===== config.mk =====
export PLATFORM = sky130hd
export DESIGN_NAME = masked_overlay_compositor_flat
export DESIGN_NICKNAME = d
export VERILOG_FILES = /design/src/rtl/moc_pkg.sv /design/src/rtl/moc_in_if.sv /design/src/rtl/moc_out_if.sv /design/src/rtl/masked_overlay_compositor.sv /design/src/rtl/moc_over.sv /design/src/rtl/moc_mix.sv /design/src/flat_wrapper.sv
export SDC_FILE = /design/constraint.sdc
export NUM_CORES = 2
export LEC_CHECK = 0
export ABC_AREA = 0
export BUFFER_PORTS_ARGS = -buffer_cell sky130_fd_sc_hd__buf_2
export CAP_MARGIN = 25
export CORE_UTILIZATION = 50
export DETAILED_ROUTE_END_ITERATION = 8
export PLACE_DENSITY = 0.72
export SLEW_MARGIN = 20
export SYNTH_ARGS = -nofsm -noshare
export SYNTH_HDL_FRONTEND = slang
export SYNTH_SLANG_ARGS = --single-unit

===== constraint.sdc =====
create_clock -name clk_i -period 14.1 [get_ports clk_i]
set_clock_uncertainty 0.2 [all_clocks]
set_input_delay 0 -clock clk_i [delete_from_list [all_inputs] [get_ports clk_i]]
set_output_delay 0 -clock clk_i [all_outputs]
set_load 0.005 [all_outputs]

===== src/rtl/moc_pkg.sv =====
// Shared types, constants and the divide-by-255 helper for the masked overlay
// compositor. No dependencies; every other file imports this package.
`timescale 1ns / 1ps

package moc_pkg;

  localparam int unsigned NumCh = 3;

  typedef logic [7:0]  chan_t;
  typedef logic [15:0] prod_t;

  localparam chan_t ChMax = 8'd255;

  // One input transfer, as seen by the first stage.
  typedef struct packed {
    logic             mode;
    chan_t [NumCh-1:0] bg;
    chan_t [NumCh-1:0] ov;
    chan_t            alpha;
    chan_t [NumCh-1:0] mask;
  } pix_in_t;

  // Hand-off from the over stages to the mix stages.
  typedef struct packed {
    logic             mode;
    chan_t [NumCh-1:0] bg;
    chan_t [NumCh-1:0] c;
    chan_t            m;
  } mid_t;

  // Exact floor(x / 255) for x <= 255*255: (x + (x >> 8) + 1) >> 8.
  function automatic chan_t div255(prod_t x);
    logic [16:0] s;
    s = {1'b0, x} + {9'd0, x[15:8]} + 17'd1;
    return s[15:8];
  endfunction

endpackage


===== src/rtl/moc_in_if.sv =====
// Input channel of the compositor: valid/ready plus one pixel triple.
// Depends on moc_pkg for the channel type.
`timescale 1ns / 1ps

interface moc_in_if;
  import moc_pkg::*;

  logic  valid;
  logic  ready;
  logic  mode;
  chan_t background_ch0;
  chan_t background_ch1;
  chan_t background_ch2;
  chan_t overlay_ch0;
  chan_t overlay_ch1;
  chan_t overlay_ch2;
  chan_t overlay_alpha;
  chan_t mask_ch0;
  chan_t mask_ch1;
  chan_t mask_ch2;

  modport source (
    output valid, mode, background_ch0, background_ch1, background_ch2,
           overlay_ch0, overlay_ch1, overlay_ch2, overlay_alpha,
           mask_ch0, mask_ch1, mask_ch2,
    input  ready
  );

  modport sink (
    input  valid, mode, background_ch0, background_ch1, background_ch2,
           overlay_ch0, overlay_ch1, overlay_ch2, overlay_alpha,
           mask_ch0, mask_ch1, mask_ch2,
    output ready
  );
endinterface


===== src/rtl/moc_out_if.sv =====
// Output channel of the compositor: valid/ready plus one composited pixel.
// Depends on moc_pkg for the channel type.
`timescale 1ns / 1ps

interface moc_out_if;
  import moc_pkg::*;

  logic  valid;
  logic  ready;
  chan_t result_ch0;
  chan_t result_ch1;
  chan_t result_ch2;

  modport source (
    output valid, result_ch0, result_ch1, result_ch2,
    input  ready
  );

  modport sink (
    input  valid, result_ch0, result_ch1, result_ch2,
    output ready
  );
endinterface


===== src/rtl/masked_overlay_compositor.sv =====
// Top level of the masked overlay compositor: binds the channel interfaces to
// the over and mix pipeline halves. Depends on moc_pkg, moc_in_if, moc_out_if.
`timescale 1ns / 1ps

// One pixel per transfer in, one composited pixel per transfer out, one pixel
// per clock sustained while the output is accepted. In flight, stage A forms
// (255 - alpha) * background and the largest mask channel, stage B divides by
// 255 and adds the saturated overlay, stage C forms bg*(255-m) + c*m, stage D
// divides by 255 and registers the result (plain mode passes c instead).
// Every stage has its own valid bit and loads whenever it is empty or its
// successor loads, so bubbles collapse and input is taken while a finished
// pixel waits on the output. All divisions are exact floor by 255.
module masked_overlay_compositor (
  input  logic      clk_i,
  input  logic      rst_ni,
  moc_in_if.sink    pix_i,
  moc_out_if.source res_o
);
  import moc_pkg::*;

  pix_in_t           pix_in;
  mid_t              mid;
  logic              mid_valid;
  logic              mid_ready;
  chan_t [NumCh-1:0] res;

  // Pack the channel fields into the stage payload.
  assign pix_in.mode    = pix_i.mode;
  assign pix_in.bg      = {pix_i.background_ch2, pix_i.background_ch1, pix_i.background_ch0};
  assign pix_in.ov      = {pix_i.overlay_ch2, pix_i.overlay_ch1, pix_i.overlay_ch0};
  assign pix_in.alpha   = pix_i.overlay_alpha;
  assign pix_in.mask    = {pix_i.mask_ch2, pix_i.mask_ch1, pix_i.mask_ch0};

  moc_over u_over (
    .clk_i   (clk_i),
    .rst_ni  (rst_ni),
    .valid_i (pix_i.valid),
    .ready_o (pix_i.ready),
    .pix_i   (pix_in),
    .valid_o (mid_valid),
    .ready_i (mid_ready),
    .mid_o   (mid)
  );

  moc_mix u_mix (
    .clk_i   (clk_i),
    .rst_ni  (rst_ni),
    .valid_i (mid_valid),
    .ready_o (mid_ready),
    .mid_i   (mid),
    .valid_o (res_o.valid),
    .ready_i (res_o.ready),
    .res_o   (res)
  );

  // Unpack the result register onto the output channel.
  assign res_o.result_ch0 = res[0];
  assign res_o.result_ch1 = res[1];
  assign res_o.result_ch2 = res[2];

endmodule


===== src/rtl/moc_over.sv =====
// Over stages: background scaling by (255 - alpha), divide by 255, add overlay
// and saturate; also picks the largest mask channel. Depends on moc_pkg.
`timescale 1ns / 1ps

module moc_over (
  input  logic             clk_i,
  input  logic             rst_ni,
  input  logic             valid_i,
  output logic             ready_o,
  input  moc_pkg::pix_in_t pix_i,
  output logic             valid_o,
  input  logic             ready_i,
  output moc_pkg::mid_t    mid_o
);
  import moc_pkg::*;

  // Stage A: products and mask maximum.
  logic              va_q;
  logic              mode_a_q;
  chan_t [NumCh-1:0] bg_a_q;
  chan_t [NumCh-1:0] ov_a_q;
  prod_t [NumCh-1:0] prod_a_q;
  chan_t             m_a_q;

  // Stage B: saturated over result.
  logic              vb_q;
  mid_t              mid_b_q;

  logic  en_a;
  logic  en_b;
  chan_t inv_alpha;
  chan_t m01;
  chan_t m_max;

  assign en_b    = !vb_q || ready_i;
  assign en_a    = !va_q || en_b;
  assign ready_o = en_a;

  assign inv_alpha = ChMax - pix_i.alpha;
  assign m01       = (pix_i.mask[1] > pix_i.mask[0]) ? pix_i.mask[1] : pix_i.mask[0];
  assign m_max     = (pix_i.mask[2] > m01) ? pix_i.mask[2] : m01;

  always_ff @(posedge clk_i or negedge rst_ni) begin
    if (!rst_ni) begin
      va_q <= 1'b0;
      vb_q <= 1'b0;
    end else begin
      if (en_a) va_q <= valid_i;
      if (en_b) vb_q <= va_q;
    end
  end

  always_ff @(posedge clk_i) begin
    if (en_a && valid_i) begin
      mode_a_q <= pix_i.mode;
      bg_a_q   <= pix_i.bg;
      ov_a_q   <= pix_i.ov;
      m_a_q    <= m_max;
      for (int k = 0; k < NumCh; k++) begin
        prod_a_q[k] <= {8'd0, inv_alpha} * {8'd0, pix_i.bg[k]};
      end
    end
  end

  // Divide by 255, add overlay, clamp at full scale.
  mid_t        mid_b_d;
  logic [8:0]  sum_b [NumCh];

  always_comb begin
    mid_b_d.mode = mode_a_q;
    mid_b_d.bg   = bg_a_q;
    mid_b_d.m    = m_a_q;
    for (int k = 0; k < NumCh; k++) begin
      sum_b[k]      = {1'b0, div255(prod_a_q[k])} + {1'b0, ov_a_q[k]};
      mid_b_d.c[k]  = sum_b[k][8] ? ChMax : sum_b[k][7:0];
    end
  end

  always_ff @(posedge clk_i) begin
    if (en_b && va_q) mid_b_q <= mid_b_d;
  end

  assign valid_o = vb_q;
  assign mid_o   = mid_b_q;

endmodule


===== src/rtl/moc_mix.sv =====
// Mix stages: blend background and over result by mask weight, divide by 255
// (plain mode: pass over result), hold output register. Depends on moc_pkg.
`timescale 1ns / 1ps

module moc_mix (
  input  logic                         clk_i,
  input  logic                         rst_ni,
  input  logic                         valid_i,
  output logic                         ready_o,
  input  moc_pkg::mid_t                mid_i,
  output logic                         valid_o,
  input  logic                         ready_i,
  output moc_pkg::chan_t [moc_pkg::NumCh-1:0] res_o
);
  import moc_pkg::*;

  // Stage C: weighted sum.
  logic              vc_q;
  logic              mode_c_q;
  chan_t [NumCh-1:0] c_c_q;
  prod_t [NumCh-1:0] sum_c_q;

  // Stage D: result register.
  logic              vd_q;
  chan_t [NumCh-1:0] res_d_q;

  logic  en_c;
  logic  en_d;
  chan_t inv_m;

  assign en_d    = !vd_q || ready_i;
  assign en_c    = !vc_q || en_d;
  assign ready_o = en_c;

  assign inv_m = ChMax - mid_i.m;

  always_ff @(posedge clk_i or negedge rst_ni) begin
    if (!rst_ni) begin
      vc_q <= 1'b0;
      vd_q <= 1'b0;
    end else begin
      if (en_c) vc_q <= valid_i;
      if (en_d) vd_q <= vc_q;
    end
  end

  // bg*(255-m) + c*m never exceeds 255*255, so 16 bits hold it.
  always_ff @(posedge clk_i) begin
    if (en_c && valid_i) begin
      mode_c_q <= mid_i.mode;
      c_c_q    <= mid_i.c;
      for (int k = 0; k < NumCh; k++) begin
        sum_c_q[k] <= prod_t'(inv_m * mid_i.bg[k]) + prod_t'(mid_i.m * mid_i.c[k]);
      end
    end
  end

  always_ff @(posedge clk_i) begin
    if (en_d && vc_q) begin
      for (int k = 0; k < NumCh; k++) begin
        res_d_q[k] <= mode_c_q ? div255(sum_c_q[k]) : c_c_q[k];
      end
    end
  end

  assign valid_o = vd_q;
  assign res_o   = res_d_q;

endmodule

===== src/flat_wrapper.sv =====
// flat-port wrapper written by rule: the top's interface ports become plain ports
module masked_overlay_compositor_flat import moc_pkg::*;
  (clk_i, rst_ni, pix_i_valid, pix_i_mode, pix_i_background_ch0, pix_i_background_ch1, pix_i_background_ch2, pix_i_overlay_ch0, pix_i_overlay_ch1, pix_i_overlay_ch2, pix_i_overlay_alpha, pix_i_mask_ch0, pix_i_mask_ch1, pix_i_mask_ch2, pix_i_ready, res_o_valid, res_o_result_ch0, res_o_result_ch1, res_o_result_ch2, res_o_ready);
  moc_in_if pix_i_i ();
  moc_out_if res_o_i ();
  input  logic clk_i;
  input  logic rst_ni;
  input wire logic [$bits(pix_i_i.valid)-1:0] pix_i_valid;
  input wire logic [$bits(pix_i_i.mode)-1:0] pix_i_mode;
  input wire logic [$bits(pix_i_i.background_ch0)-1:0] pix_i_background_ch0;
  input wire logic [$bits(pix_i_i.background_ch1)-1:0] pix_i_background_ch1;
  input wire logic [$bits(pix_i_i.background_ch2)-1:0] pix_i_background_ch2;
  input wire logic [$bits(pix_i_i.overlay_ch0)-1:0] pix_i_overlay_ch0;
  input wire logic [$bits(pix_i_i.overlay_ch1)-1:0] pix_i_overlay_ch1;
  input wire logic [$bits(pix_i_i.overlay_ch2)-1:0] pix_i_overlay_ch2;
  input wire logic [$bits(pix_i_i.overlay_alpha)-1:0] pix_i_overlay_alpha;
  input wire logic [$bits(pix_i_i.mask_ch0)-1:0] pix_i_mask_ch0;
  input wire logic [$bits(pix_i_i.mask_ch1)-1:0] pix_i_mask_ch1;
  input wire logic [$bits(pix_i_i.mask_ch2)-1:0] pix_i_mask_ch2;
  output wire logic [$bits(pix_i_i.ready)-1:0] pix_i_ready;
  output wire logic [$bits(res_o_i.valid)-1:0] res_o_valid;
  output wire logic [$bits(res_o_i.result_ch0)-1:0] res_o_result_ch0;
  output wire logic [$bits(res_o_i.result_ch1)-1:0] res_o_result_ch1;
  output wire logic [$bits(res_o_i.result_ch2)-1:0] res_o_result_ch2;
  input wire logic [$bits(res_o_i.ready)-1:0] res_o_ready;
  assign pix_i_i.valid = pix_i_valid;
  assign pix_i_i.mode = pix_i_mode;
  assign pix_i_i.background_ch0 = pix_i_background_ch0;
  assign pix_i_i.background_ch1 = pix_i_background_ch1;
  assign pix_i_i.background_ch2 = pix_i_background_ch2;
  assign pix_i_i.overlay_ch0 = pix_i_overlay_ch0;
  assign pix_i_i.overlay_ch1 = pix_i_overlay_ch1;
  assign pix_i_i.overlay_ch2 = pix_i_overlay_ch2;
  assign pix_i_i.overlay_alpha = pix_i_overlay_alpha;
  assign pix_i_i.mask_ch0 = pix_i_mask_ch0;
  assign pix_i_i.mask_ch1 = pix_i_mask_ch1;
  assign pix_i_i.mask_ch2 = pix_i_mask_ch2;
  assign pix_i_ready = pix_i_i.ready;
  assign res_o_valid = res_o_i.valid;
  assign res_o_result_ch0 = res_o_i.result_ch0;
  assign res_o_result_ch1 = res_o_i.result_ch1;
  assign res_o_result_ch2 = res_o_i.result_ch2;
  assign res_o_i.ready = res_o_ready;
  masked_overlay_compositor u_core (.clk_i(clk_i), .rst_ni(rst_ni), .pix_i(pix_i_i), .res_o(res_o_i));
endmodule

==> impl_metrics.json <==
{
  "status": "finished, final reports clean",
  "final_net_count": 4017,
  "clock_sinks": 263,
  "die-height_um": 251,
  "synth_seq_cells": 263,
  "max_freq_mhz": 157,
  "drtIter0Drc": 1110,
  "synth_edf_count": 259,
  "synth_top_area_share_pct": 25.8,
  "slew_viol_final": 0,
  "start_util_pct": 51.0,
  "core_area_um2": 60700,
  "slew_headroom_pct": 34.8,
  "drc": 0,
  "ys.warnings.count": 0,
  "cap_violations": 0,
  "grt_max_degree": 77,
  "final_cell_mix": "inv_1, fa_1, ha_1",
  "setup_viol": 0,
  "end_kind": "flop",
  "async_flop_share_pct": 1.52,
  "cts_tree": "done",
  "period_share_pct": 45.2,
  "holdCritPathClass": "in2reg",
  "fill_cells": 5054,
  "clkLatencyLatePin_ns": 0.58,
  "clockBufferDepth": 3,
  "htreeDepth": 1,
  "clk_pin_slew_ns": 0.07,
  "track_usage_pct": 21.4,
  "syn_area_um2": 30900,
  "ys.flop_type": "edfxtp_1",
  "ant_nets": 0,
  "wire_per_inst_um": 16.3,
  "fp-row-count": 90,
  "hold_violations": 0,
  "firstDrtPassIters": 5,
  "area_delta_synth_final_pct": 11.1,
  "postSynthAreaPerCell_um2": 10.4,
  "die-area_um2": 62900,
  "crit_fanout": 31,
  "ios": 111,
  "post-cts-setup-buffer-count": 0,
  "syn_inst": 2968,
  "critPathRequiredTime_ns": 14.21,
  "setup-tns-final_ns": 0,
  "die-width_um": 251,
  "cts_buffers": 30,
  "drt-total-wl_um": 64500,
  "viasPerCell": 5.28,
  "grt_pass1_wl_um": 110000,
  "antenna_cells": 0,
  "yosys.area.top_type": "fa_1",
  "drive_gt1_share_pct": 6.38,
  "start_kind": "flop",
  "hpwl_um": 48900,
  "critPathKind": "reg2reg",
  "cts-root-buf": "clkbuf_16",
  "final_common_cell": "inv_1",
  "synth-seq-area-share_pct": 25.5,
  "worstMarginPinSlew_ns": 0.978,
  "fin_crit_ns": 6.37,
  "synth_area_leaders": "fa_1, edfxtp_1, ha_1",
  "gp_congestion": 0.896,
  "num_vias": 20922,
  "antenna_found_initial": 0,
  "arrival_ns": 6.48,
  "cts_hold_buf": 98,
  "rsz0062_at_grt": "no",
  "port_buffers": 110,
  "grt_pass1_vias": 22606,
  "cts-resized-gates": 0,
  "ys_types": 62,
  "gr-total-overflow": 0
}
synthesized netlist by cell type (all sizes together), types with 10 or more instances:
library cell  instances
a31oi                12
inv                 568
nand2b              191
xnor2                95
a21o                 20
nor2b               219
o21ai                59
o21a                 19
edfxtp              259
and2                158
o211ai               14
ha                  376
o21bai               10
nand3                43
nand2                99
xor2                 36
nor2                 82
nand4                18
a211oi               15
clkbuf               63
nor3                 13
a21oi               102
or3                  14
fa                  399
logic make-up after synthesis:
group,Yosys count,share of synthesized area [%]
adders and majority gates,775,41.0
buffers and inverters,634,7.70
AOI/OAI and AO/OA,296,6.03
and+or+nand+nor,864,15.9
muxes,4,0.142
DFF,263,25.5
other,1,0.0121
xor gates and xnor gates,131,3.71
flip-flops by register name (all words and copies together) (netlist names), 8 cells and up:
| register | count |
|---|---|
| u_core.u_over.ov_a_q | 24 |
| u_core.u_over.mid_o | 57 |
| u_core.u_over.prod_a_q | 48 |
| u_core.u_over.m_a_q | 8 |
| u_core.u_mix.sum_c_q | 48 |
| u_core.u_mix.c_c_q | 24 |
| u_core.u_over.bg_a_q | 24 |
| u_core.u_mix.res_o | 24 |
critical path: stages (launching register included):
cell and delay (ns):
edfxtp_1 0.70, buf_4 0.41, nand2b_1 0.19, fa_1 0.44
fa_1 0.55, inv_1 0.05, fa_1 0.49, fa_1 0.51
fa_1 0.49, inv_1 0.05, fa_1 0.47, inv_1 0.04
ha_1 0.34, o41ai_1 0.36, a21oi_1 0.07, o21a_1 0.13
o41a_1 0.35, mux2i_1 0.16, nand4_1 0.09
metal layers:
| metal | wire (um) | GRT usage [%] | part of all wire, % |
|---|---|---|---|
| met2 | 32100 | 37.6 | 50 |
| met1 | 28900 | 28.7 | 45 |
| met5 | 0 | 0 | 0 |
| met4 | 1060 | 4.57 | 1.6 |
| met3 | 2450 | 2.03 | 3.8 |
cell type report:
class                      instances  area (um2)  area share, %
clock buffer                      37         848           2.47
clock inverter                    19         224          0.652
inverter                         568        2130           6.20
multi-input combinational       2073       20700           60.2
sequential                       263        7880           22.9
tap                              782         978           2.85
timing repair buffer             221        1630           4.74
path summary, 6_finish.rpt:
kind	depth (start not counted)	to	slack, ns	start
setup reg to reg	18	u_core.u_mix.sum_c_q[47]	7.73	u_core.u_over.mid_o[6]
hold / removal	2	u_core.u_over.bg_a_q[19]	0.11	pix_i_background_ch2[3]
hold reg to reg	0	u_core.u_over.mid_o[39]	0.21	u_core.u_over.bg_a_q[7]
setup / recovery	18	u_core.u_mix.sum_c_q[47]	7.73	u_core.u_over.mid_o[6]
max in group asynchronous	3	u_core.u_mix.valid_o	13.42	rst_ni
min in group asynchronous	3	u_core.u_over.va_q	0.12	rst_ni
metrics by stage:
| step | hold slack, ns | worst slack [ns] | area, um2 | cells | utilization (%) |
|---|---|---|---|---|---|
| 3_5_place_dp | -0.387 | 7.79 | 32300 | 3809 | 53.2 |
| 3_3_place_gp | -0.390 | 7.88 | 32300 | 3809 | 53.2 |
| 2_1_floorplan | -0.496 | 8.31 | 30900 | 2970 | - |
| 6_report | 0.106 | 7.73 | 34400 | 3963 | 56.6 |
| 4_1_cts | 0.0581 | 7.76 | 34400 | 3963 | 56.6 |
| 5_1_grt | 0.112 | 7.43 | 34400 | 3963 | 56.6 |
Power is not shown: default switching activity piles up to over one toggle a cycle in this logic, so the estimate is an artifact.
